`config.mk`:
```
export PLATFORM = sky130hd
export DESIGN_NAME = dswc_ctrl
export DESIGN_NICKNAME = d
export VERILOG_FILES = /design/src/hw/rtl/dswc_pkg.sv /design/src/hw/rtl/dswc_ctrl.sv
export SDC_FILE = /design/constraint.sdc
export NUM_CORES = 1
export LEC_CHECK = 0
export ABC_AREA = 1
export BUFFER_PORTS_ARGS = -buffer_cell sky130_fd_sc_hd__buf_2
export CAP_MARGIN = 20
export CORE_MARGIN = 8
export CORE_UTILIZATION = 57
export DETAILED_ROUTE_END_ITERATION = 7
export GPL_ROUTABILITY_DRIVEN = 0
export PLACE_DENSITY = 0.85
export SLEW_MARGIN = 20
export SYNTH_ARGS = -nofsm -noshare
export SYNTH_HDL_FRONTEND = slang
export SYNTH_SLANG_ARGS = --single-unit
```
`constraint.sdc`:
```
create_clock -name i_clk -period 3.2 [get_ports i_clk]
set_input_delay 0.48 -clock i_clk [delete_from_list [all_inputs] [get_ports i_clk]]
set_output_delay 0.48 -clock i_clk [all_outputs]
set_load 0.1 [all_outputs]
```
`src/hw/rtl/dswc_pkg.sv`:
```
// ----------------------------------------------------------------------------
// Dice sum ways counter package
// Shared constants, payload types and the controller-to-datapath command.
// ----------------------------------------------------------------------------
package dswc_pkg;

    localparam int MAX_TARGET = 255;
    localparam int MAX_DICE   = 64;
    localparam int MAX_FACES  = 64;

    localparam int FACES_W  = 7;
    localparam int DICE_W   = 7;
    localparam int TARGET_W = 8;
    localparam int COUNT_W  = 64;

    localparam int ROW_DEPTH = MAX_TARGET + 1;
    localparam int ADDR_W    = $clog2(ROW_DEPTH);

    typedef struct packed {
        logic [FACES_W-1:0]  faces;
        logic [DICE_W-1:0]   dice_count;
        logic [TARGET_W-1:0] target_sum;
    } t_req;

    typedef struct packed {
        logic [COUNT_W-1:0] way_count;
        logic               status;
    } t_rsp;

    typedef struct packed {
        logic                step_valid;
        logic [TARGET_W-1:0] step_s;
        logic                step_die1;
        logic                step_phase;
        logic                step_last;
        logic [FACES_W-1:0]  faces;
        logic                res_set;
        logic                res_value;
        logic                res_status;
        logic                out_load;
    } t_dp_cmd;

endpackage

```
`src/hw/rtl/dswc_ctrl.sv`:
```
// ----------------------------------------------------------------------------
// Dice sum ways controller
// Handshakes both channels and sequences one row entry per cycle.
// ----------------------------------------------------------------------------
module dswc_ctrl (
    input  logic              i_clk,
    input  logic              i_rst_n,
    input  logic              i_in_valid,
    output logic              o_in_ready,
    input  dswc_pkg::t_req    i_req,
    output logic              o_out_valid,
    input  logic              i_out_ready,
    output dswc_pkg::t_dp_cmd o_cmd
);
    import dswc_pkg::*;

    localparam logic [1:0] ST_IDLE  = 2'd0;
    localparam logic [1:0] ST_RUN   = 2'd1;
    localparam logic [1:0] ST_DRAIN = 2'd2;
    localparam logic [1:0] ST_FIN   = 2'd3;

    logic [1:0]          r_state, n_state;
    logic [TARGET_W-1:0] r_s, n_s;
    logic [DICE_W-1:0]   r_die, n_die;
    logic                r_phase, n_phase;
    logic                r_out_valid, n_out_valid;
    logic [FACES_W-1:0]  r_faces, n_faces;
    logic [DICE_W-1:0]   r_dice, n_dice;
    logic [TARGET_W-1:0] r_target, n_target;

    logic w_accept;
    logic w_err;
    logic w_trivial;

    assign w_accept  = i_in_valid && o_in_ready;
    assign w_err     = (int'(i_req.faces) > MAX_FACES) || (int'(i_req.dice_count) > MAX_DICE)
                       || (int'(i_req.target_sum) > MAX_TARGET);
    assign w_trivial = (i_req.dice_count == '0) || (i_req.target_sum == '0);

    assign o_in_ready  = (r_state == ST_IDLE);
    assign o_out_valid = r_out_valid;

    always_comb begin
        n_state  = r_state;
        n_s      = r_s;
        n_die    = r_die;
        n_phase  = r_phase;
        n_faces  = r_faces;
        n_dice   = r_dice;
        n_target = r_target;

        o_cmd            = '0;
        o_cmd.step_s     = r_s;
        o_cmd.step_die1  = (r_die == DICE_W'(1));
        o_cmd.step_phase = r_phase;
        o_cmd.faces      = r_faces;

        case (r_state)
            ST_IDLE: begin
                if (w_accept) begin
                    n_faces  = i_req.faces;
                    n_dice   = i_req.dice_count;
                    n_target = i_req.target_sum;
                    n_s      = TARGET_W'(1);
                    n_die    = DICE_W'(1);
                    n_phase  = 1'b0;
                    if (w_err || w_trivial) begin
                        o_cmd.res_set    = 1'b1;
                        o_cmd.res_value  = !w_err && (i_req.dice_count == '0)
                                           && (i_req.target_sum == '0);
                        o_cmd.res_status = w_err;
                        n_state          = ST_FIN;
                    end else begin
                        n_state = ST_RUN;
                    end
                end
            end
            ST_RUN: begin
                o_cmd.step_valid = 1'b1;
                o_cmd.step_last  = (r_s == r_target) && (r_die == r_dice);
                if (r_s == r_target) begin
                    n_s     = TARGET_W'(1);
                    n_die   = r_die + DICE_W'(1);
                    n_phase = !r_phase;
                    if (r_die == r_dice) begin
                        n_state = ST_DRAIN;
                    end
                end else begin
                    n_s = r_s + TARGET_W'(1);
                end
            end
            ST_DRAIN: begin
                n_state = ST_FIN;
            end
            ST_FIN: begin
                if (!r_out_valid || i_out_ready) begin
                    o_cmd.out_load = 1'b1;
                    n_state        = ST_IDLE;
                end
            end
            default: begin
                n_state = ST_IDLE;
            end
        endcase

        n_out_valid = (r_out_valid && !i_out_ready) || o_cmd.out_load;
    end

    always_ff @(posedge i_clk) begin
        if (!i_rst_n) begin
            r_state     <= ST_IDLE;
            r_s         <= TARGET_W'(1);
            r_die       <= DICE_W'(1);
            r_phase     <= 1'b0;
            r_out_valid <= 1'b0;
        end else begin
            r_state     <= n_state;
            r_s         <= n_s;
            r_die       <= n_die;
            r_phase     <= n_phase;
            r_out_valid <= n_out_valid;
        end
    end

    always_ff @(posedge i_clk) begin
        r_faces  <= n_faces;
        r_dice   <= n_dice;
        r_target <= n_target;
    end

    assert property (@(posedge i_clk) disable iff (!i_rst_n)
        (r_state == ST_RUN) |-> (r_s != '0) && (r_s <= r_target)
                                && (r_die != '0) && (r_die <= r_dice))
        else $error("Row counters left the request bounds.");

    assert property (@(posedge i_clk) disable iff (!i_rst_n)
        (w_accept && w_err) |=> (r_state == ST_FIN))
        else $error("Out-of-range request did not go straight to the result.");

    assert property (@(posedge i_clk) disable iff (!i_rst_n)
        $rose(r_out_valid) |-> ($past(r_state) == ST_FIN))
        else $error("Response word raised outside the result state.");

    assert property (@(posedge i_clk) disable iff (!i_rst_n)
        (r_state == ST_DRAIN) |-> $past(o_cmd.step_last))
        else $error("Drain entered without the final row entry.");

endmodule

```
==> results of run 1 <==
[cell usage in the layout (no fill, tap or decap)]
cell / Yosys / layout
nor3_2: 4 / 4
nand2_4: 1 / 1
o21bai_1: 1 / 1
nand4_1: 6 / 6
inv_8: 0 / 1
inv_1: 32 / 32
nand2_2: 1 / 1
edfxtp_1: 22 / 22
o21ai_2: 2 / 2
xor2_1: 6 / 6
clkbuf_4: 0 / 5
a21o_1: 1 / 1
nand3b_1: 1 / 1
ha_1: 7 / 7
inv_6: 0 / 2
nor3_1: 3 / 3
nor4_4: 0 / 2
nor2_1: 31 / 30
a21oi_1: 11 / 10
nor2_4: 1 / 1
and2_1: 1 / 1
nor2_2: 0 / 1
nand3_1: 8 / 8
dfxtp_1: 19 / 19
xnor2_1: 8 / 8
or2_2: 2 / 2
buf_2: 2 / 50
nand2_1: 65 / 65
a21oi_2: 1 / 2
o21ai_0: 4 / 4
[per-stage QoR]
step | area [sq um] | hold WS, ps | power (W) | cells
4_1_cts | 2460 | 284 | 0.00198 | 346
2_1_floorplan | 2100 | 459 | 0.00152 | 243
5_1_grt | 2460 | 280 | 0.00208 | 346
3_3_place_gp | 2390 | 467 | 0.00168 | 338
6_report | 2460 | 295 | 0.00197 | 346
3_5_place_dp | 2390 | 472 | 0.00169 | 338
[power groups by stage]
stage / sequential (W) / combinational (W) / clock [W]
finish: 0.000726 / 0.000952 / 0.000291
global route: 0.000738 / 0.00103 / 0.000318
CTS: 0.000726 / 0.000954 / 0.000299
detailed placement: 0.000737 / 0.000951 / 0
global placement: 0.000734 / 0.000943 / 0
floorplan: 0.000948 / 0.000577 / 0
[routing by layer]
metal | track usage [%] | vias up | part of all wire (%)
li1 | - | 892 | -
met1 | 16.6 | 764 | 41
met2 | 26.0 | 67 | 48
met3 | 6.13 | 12 | 9.7
met4 | 6.54 | 0 | 1.9
met5 | 0 | - | 0
[layout make-up]
type                            count  area share [%]
Clock buffer                        5            1.53
Clock inverter                      3            1.17
Inverter                           32            4.88
Multi-Input combinational cell    167            37.5
Sequential cell                    41            42.3
Tap cell                           48            2.44
Timing Repair Buffer               50            10.2
[cells by family after synthesis]
group,after synthesis
AOI/OAI and AO/OA,20
DFF,41
buffers and inverters,35
adders and majority gates,7
xor gates and xnor gates,14
and+or+nand+nor,126
[critical path, stage by stage, from the launching register on]
cell     delay, ps
dfxtp_1        350
inv_1          100
ha_1           360
inv_1          220
nor4_4         290
buf_2          460
[worst max path at each step]
stage | from | endpoint | slack, ps | cells after the start
after floorplan | r_state[1]$_SDFFE_PN0P_ | o_cmd[11] | -80 | 4
after global placement | i_req[8] | o_cmd[2] | 920 | 8
after detailed placement | i_req[9] | o_cmd[2] | 910 | 8
after CTS | r_state[1]$_SDFFE_PN0P_ | o_cmd[11] | 570 | 5
after global routing | r_state[1]$_SDFFE_PN0P_ | o_cmd[11] | 430 | 5
final | r_state[1]$_SDFFE_PN0P_ | o_cmd[11] | 570 | 5
[flip-flops by register name (all words and copies together) (netlist names)]
| signal | count |
|---|---|
| r_state | 2 |
| o_out_valid | 1 |
| r_target | 8 |
| r_phase | 1 |
| r_s | 8 |
| r_faces | 7 |
| r_die | 7 |
| r_dice | 7 |
==> impl_metrics.yaml, run 1 <==
pwr:
  intPower_w: 0.000949
  share_clk_of_total_power_pct: 14.8
  combPwrFrac_pct: 48.3
  power_switching_w: 0.00102
  p_per_area_nw_per_um2: 800
  switching_share_pct: 51.8
  power.leakage_nw: 1.13
  ir_worst_vdd_mv: 0.587
  seqPwrFrac_pct: 36.9
die:
  die_height_microns: 76.2
  io_pins: 51
  die-area_sq_um: 5810
  rows: 22
  fp.dieW_microns: 76.2
  start_util_pct: 57.7
  core_area_sq_um: 3580
logic_synthesis:
  synth_common_cells: "nand2_1, inv_1, nor2_1, edfxtp_1, dfxtp_1"
  synth_top_family_by_area: "simple AND/OR/NAND/NOR gates"
  synth-edff-count: 22
  synth-compound-area-share_pct: 5.63
  synth_xor_area_share_pct: 5.94
  syn_avg_cell_area_sq_um: 8.50
  synth-async-reset-ratio_pct: 0
  synthMuxAreaShare_pct: 0
  synth-seq-cells: 41
  synthAdderAreaFrac_pct: 4.24
  yosysMostFrequentCell: "nand2_1"
  yosys_warnings: 0
  yosys.area.top_type_share_pct: 32.0
  yosys.area_share.simple_pct: 27.1
  ys_types: 27
  synthesis.area_sq_um: 2070
  synth_area_leaders: "edfxtp_1, dfxtp_1, nand2_1"
  synthFlopType: "edfxtp_1"
  yosysSeqAreaShare_pct: 50.4
  syn_inst: 243
  synth_area_leader_cell: "edfxtp_1"
  syn-num-nets: 276
final_layout:
  antenna_cells: 0
  final_util_pct: 68.8
  syn2layout_area_growth_pct: 19.1
  seqCellArea_sq_um: 1040
  multi_input_area_sq_um: 923
  drive_gt1_share_pct: 24.8
  nets: 330
  fillers: 295
cts:
  cts_sinks: 41
  cts_resized: 0
  clk_path_buf_depth: 2
  cts.hold.buffers_added: 0
  cts_tree: "built"
  postCtsSetupRepairBufs: 0
  clkLatencyLatePin_ps: 360
  path_clk_slew_ps: 140
  cts_root_buf: "clkbuf_4"
  cts_made_buffers: 5
  htree_levels: 2
sta:
  layout_setup_ws_ps: 570
  setup_tns_ps: 0
  fin_crit_sh_pct: 82.2
  drv_slew: 0
  grt_setup_unrepaired: "no"
  clock-skew-final_ps: 7.52
  hold_viol: 0
  slew-limit-headroom_pct: 48.7
  clock.fmax_ghz: 0.380
  timing.final.crit_period_ps: 2630
  setup_viol: 0
  worst_pin_slew_ps: 769
critical_path:
  r2r_slack_ps: 1240
  end_kind: "primary output"
  critPathKind: "reg -> out"
  worstPathArrival_ps: 2150
  r2r_start: "r_state[1]$_SDFFE_PN0P_"
  regToRegEndpoint: "r_die[1]$_SDFFE_PN0P_"
  critical_path_peak_fanout: 8
  reg2reg_depth: 7
  cp-start-kind: "register"
  required_ps: 2720
min_path:
  holdPathEnd: "r_faces[6]$_DFFE_PP_"
  hold_path_depth: 1
  hp-start: "i_req[21]"
  min_path_type: "in -> reg"
route:
  num_vias: 1735
  firstDrtPassIters: 4
  drt_first_iter_violations: 149
  totalWireLength_mm: 4.34
  drcViolationCount: 0
  antenna_left: 0
  wl_per_cell_microns: 12.5
  via_per_inst: 5.01
grt:
  antenna_found_initial: 0
  grt_pass1_vias: 1702
  gr-usage-all-layers_pct: 15.4
  grt_pass1_wl_mm: 7.45
  grt_max_degree: 23
  grt_remaining_overflow: 0
placement:
  place_ws_ps: 906
  hpwl_mm: 3.37
  io_buffers: 50
outcome:
  status: "finished, final reports clean"
flow_run:
  max_cap_violations: 0
(Power assumes the default switching activity.)
==> run 2: changes to the inputs <==
CORE_UTILIZATION = 53   (was 57)
PLACE_DENSITY = 0.79   (was 0.85)
clock period = 2.54 ns   (was 3.2 ns; I/O delays follow)
==> run 2 against run 1 <==
Core utilization is 0.86 points lower. Final cell count is 0.29% higher. Sequential share of layout area decreased by 1.0 points. Hold slack worse by 30 ps. Worst setup slack worse by 360 ps. Via count is 0.63% lower. Register-to-register slack lost 570 ps. Die area rose by 5.9%. Critical path depth is the same. Power rose by 32%. Global-route usage shrank 0.20 points. Sequential power grew 26%. Largest cell class unchanged. Largest power group unchanged.
==> impl_metrics.yaml, run 2 (same netlist as run 1, synthesis figures left out) <==
cts:
  clk_path_buf_depth: 2
  cts_root_buf: "clkbuf_8"
  cts_tree: "built"
  cts_resized: 0
  cts.hold.buffers_added: 0
  postCtsSetupRepairBufs: 0
  htree_levels: 2
  path_clk_slew_ps: 90
  cts_made_buffers: 5
  clkLatencyLatePin_ps: 300
  cts_sinks: 41
pwr:
  power.leakage_nw: 1.15
  power.total_w: 0.00261
  ir_worst_vdd_mv: 0.628
  p_per_area_nw_per_um2: 1030
min_path:
  hp-start: "i_req[11]"
  holdPathEnd: "r_dice[3]$_DFFE_PP_"
  hold_path_depth: 1
  min_path_type: "in -> reg"
placement:
  place_area_sq_um: 2430
  hpwl_mm: 3.47
  dpl.cell_count: 339
  place_ws_ps: 463
  io_buffers: 50
route:
  wl_per_cell_microns: 12.5
  drt_first_iter_violations: 172
  drcViolationCount: 0
  num_vias: 1724
  totalWireLength_mm: 4.35
  firstDrtPassIters: 4
  antenna_left: 0
  via_per_inst: 4.97
critical_path:
  critPathKind: "reg -> out"
  cp-start-kind: "register"
  required_ps: 2160
  slowest_delay_ps: 460
  r2r_start: "r_state[1]$_SDFFE_PN0P_"
  worstPathArrival_ps: 1940
  critical_path_peak_fanout: 8
  crit_top_cell: "inv_1"
  reg2reg_depth: 7
  r2r_slack_ps: 670
  worstPathCellList: "inv_1 -> ha_2 -> inv_1 -> nor4_4 -> buf_2"
  regToRegEndpoint: "r_die[1]$_SDFFE_PN0P_"
  slowest_stage: "buf_2"
  worst-path-buf-inv: 3
  end_kind: "primary output"
  cp_top_family: "buffers and inverters"
final_layout:
  final_cell_mix: "nand2_1, buf_2, inv_1, nor2_1, edfxtp_1"
  layout_commonest_cell: "nand2_1"
  antenna_cells: 0
  top_regs: "r_s: 8 flops, r_target: 8 flops"
  drive_gt1_share_pct: 26.4
  fillers: 321
  nets: 331
  fin_area_sq_um: 2520
  final_util_pct: 67.9
  syn2layout_area_growth_pct: 22.2
  fin_cells: 347
flow_run:
  max_cap_violations: 0
grt:
  grt_max_degree: 17
  grt_pass1_wl_mm: 7.51
  antenna_found_initial: 0
  gr-usage-all-layers_pct: 15.2
  grt_remaining_overflow: 0
  grt_pass1_vias: 1677
outcome:
  status: "finished, final reports clean"
sta:
  grt_setup_unrepaired: "no"
  clock-skew-final_ps: 5.08
  layout_setup_ws_ps: 214
  clock.fmax_ghz: 0.430
  hold_viol: 0
  timing.final.crit_period_ps: 2330
  slew-limit-headroom_pct: 67.1
  setup_viol: 0
  drv_slew: 0
  worst_pin_slew_ps: 497
  fin_crit_sh_pct: 91.6
die:
  io_pins: 51
  die-area_sq_um: 6150
  fp.dieW_microns: 78.4
  core_area_sq_um: 3720
  rows: 22
  die_height_microns: 78.4
  start_util_pct: 55.6
## run 2: cell count changes in the layout (fill, tap and decap cells not counted)
| cell | previous run | this run |
|---|---|---|
| a21oi_1 | 10 | 9 |
| a21oi_2 | 2 | 3 |
| buf_4 | 0 | 1 |
| clkbuf_4 | 5 | 0 |
| clkbuf_8 | 0 | 5 |
| ha_1 | 7 | 5 |
| ha_2 | 0 | 1 |
| ha_4 | 0 | 1 |
| nor3_1 | 3 | 2 |
| nor3_2 | 4 | 5 |
## run 2: power breakdown
group	switching (W)	internal [W]	total (W)
Clock	0.000255	0.000207	0.000462
Combinational	0.000970	0.000258	0.00123
Sequential	0.0000751	0.000840	0.000915
Total	0.00130	0.00131	0.00261
## run 2: how the worst max path moves through the flow
stage                                        from         to  slack, ps  depth (start not counted)
after floorplan               r_s[3]$_SDFFE_PN0P_  o_cmd[11]       -300                          5
after CTS                 r_state[1]$_SDFFE_PN0P_  o_cmd[11]        200                          5
after global routing      r_state[1]$_SDFFE_PN0P_  o_cmd[11]        100                          5
after global placement                   i_req[8]   o_cmd[2]        500                          8
final                     r_state[1]$_SDFFE_PN0P_  o_cmd[11]        210                          5
after detailed placement                 i_req[8]   o_cmd[2]        460                          8
## run 2: final cells by class
cell class	count	area [sq um]	share of cell area (%)
inverter	32	120	4.76
tap	48	60.1	2.38
sequential	41	1040	41.2
clock buffer	5	68.8	2.73
timing repair buffer	51	258	10.2
clock inverter	3	28.8	1.14
multi-input combinational	167	947	37.5
## run 2: layer usage
metal	track usage, %	vias to the layer above	wire length (microns)
met4	7.96	0	74
li1	-	891	-
met1	17.3	778	1890
met2	25.0	50	2110
met3	4.56	5	289
met5	0	-	0
## run 2: worst reg2reg max path: cells and delay by family (launching register included)
kind | cells | cell delay (ps)
compound gates | 2 | 510
flops | 1 | 370
simple gates | 2 | 370
buf+inv | 2 | 320
fa+ha+maj | 1 | 250
## run 2: per-stage QoR
stage / hold WS, ps / setup TNS (ps)
finish: 264 / 0
global route: 250 / 0
CTS: 258 / 0
detailed placement: 475 / 0
global placement: 469 / 0
floorplan: 459 / -301
==> run 3: changes to the inputs <==
clock period = 2.49 ns   (was 2.54 ns; I/O delays follow)
==> run 3 against run 2 <==
First-iteration DRC count is 2.3% lower. Final area is essentially flat. Sequential share of layout area about the same. Critical path type unchanged. Largest cell class unchanged.
==> impl_metrics.yaml, run 3 (same netlist as run 1, synthesis figures left out) <==
die:
  rows: 22
  die_height_microns: 78.4
  fp.dieW_microns: 78.4
  io_pins: 51
  core_area_sq_um: 3720
  die-area_sq_um: 6150
  start_util_pct: 55.6
sta:
  clock.fmax_ghz: 0.429
  setup_viol: 0
  whs_ps: 261
  worst_pin_slew_ps: 494
  timing.final.crit_period_ps: 2330
  grt_setup_unrepaired: "no"
  clock-skew-final_ps: 6.61
  hold_viol: 0
  slew-limit-headroom_pct: 67.3
  fin_crit_sh_pct: 93.5
  drv_slew: 0
grt:
  grt_max_degree: 17
  gr-usage-all-layers_pct: 14.6
  grt_pass1_wl_mm: 7.40
  antenna_found_initial: 0
  grt_pass1_vias: 1728
  grt_remaining_overflow: 0
final_layout:
  drive_gt1_share_pct: 26.4
  seqCellArea_sq_um: 1040
  top_regs: "r_s: 8 flops, r_target: 8 flops"
  nets: 331
  antenna_cells: 0
  fillers: 316
  multi_input_area_sq_um: 947
  layout_commonest_cell: "nand2_1"
  final_cell_mix: "nand2_1, buf_2, inv_1, nor2_1, edfxtp_1"
  syn2layout_area_growth_pct: 22.0
route:
  drcViolationCount: 0
  via_per_inst: 4.99
  firstDrtPassIters: 5
  wl_per_cell_microns: 12.6
  antenna_left: 0
  drt_first_iter_violations: 168
  num_vias: 1730
  totalWireLength_mm: 4.38
cts:
  cts_made_buffers: 5
  path_clk_slew_ps: 90
  clk_path_buf_depth: 2
  cts_resized: 0
  postCtsSetupRepairBufs: 0
  cts_root_buf: "clkbuf_8"
  clkLatencyLatePin_ps: 290
  cts.hold.buffers_added: 0
  htree_levels: 2
  cts_tree: "built"
  cts_sinks: 41
critical_path:
  critPathKind: "reg -> out"
  required_ps: 2120
  end_kind: "primary output"
  worstPathArrival_ps: 1960
  critical_path_peak_fanout: 8
  cp-start-kind: "register"
min_path:
  min_path_type: "in -> reg"
pwr:
  power.total_w: 0.00265
  power.leakage_nw: 1.15
  ir_worst_vdd_mv: 0.612
  p_per_area_nw_per_um2: 1050
flow_run:
  max_cap_violations: 0
outcome:
  status: "finished, final reports clean"
placement:
  io_buffers: 50
  hpwl_mm: 3.42
[run 3: cell counts in the layout (fill, tap and decap cells not counted)]
Identical to the previous run, type by type.
[run 3: power breakdown]
group	switching, W	internal [W]
clock	0.000252	0.000208
sequential	0.0000732	0.000856
combinational	0.000997	0.000262
[run 3: stage by stage]
stage	instances	setup slack (ps)	util, %	area [sq um]	setup TNS, ps
2_1_floorplan	243	-344	-	2130	-344
3_3_place_gp	339	471	65.3	2430	0
3_5_place_dp	339	427	65.3	2430	0
4_1_cts	347	171	67.8	2520	0
5_1_grt	347	38.7	67.8	2520	0
6_report	347	161	67.8	2520	0
[run 3: worst paths after layout]
check                                              from              endpoint  slack (ps)  depth (start not counted)
worst min register to register     r_phase$_SDFFE_PN0P_  r_phase$_SDFFE_PN0P_         490                          2
worst max register to register  r_state[1]$_SDFFE_PN0P_   r_s[3]$_SDFFE_PN0P_         600                          7
worst max-delay path            r_state[1]$_SDFFE_PN0P_             o_cmd[11]         160                          5
worst min-delay path                          i_req[15]  r_faces[0]$_DFFE_PP_         260                          1
[run 3: metal layers]
layer	vias to the layer above	wire [microns]	global-route usage [%]
li1	886	-	-
met1	776	1910	16.4
met2	61	2130	25.8
met3	7	273	3.42
met4	0	74	6.30
met5	-	0	0
[run 3: area by class of cell]
cell class | instances | area share (%)
inverters | 32 | 4.76
multi-input cells | 167 | 37.6
clock inverters | 3 | 1.04
well taps | 48 | 2.38
clock buffers | 5 | 2.73
flip-flops and latches | 41 | 41.3
repair buffers | 51 | 10.2
[run 3: worst max-delay path, stage by stage (launching register included)]
cell and delay (ps):
dfxtp_1 340, inv_1 140, ha_2 320, inv_1 180, nor4_4 230, buf_2 460
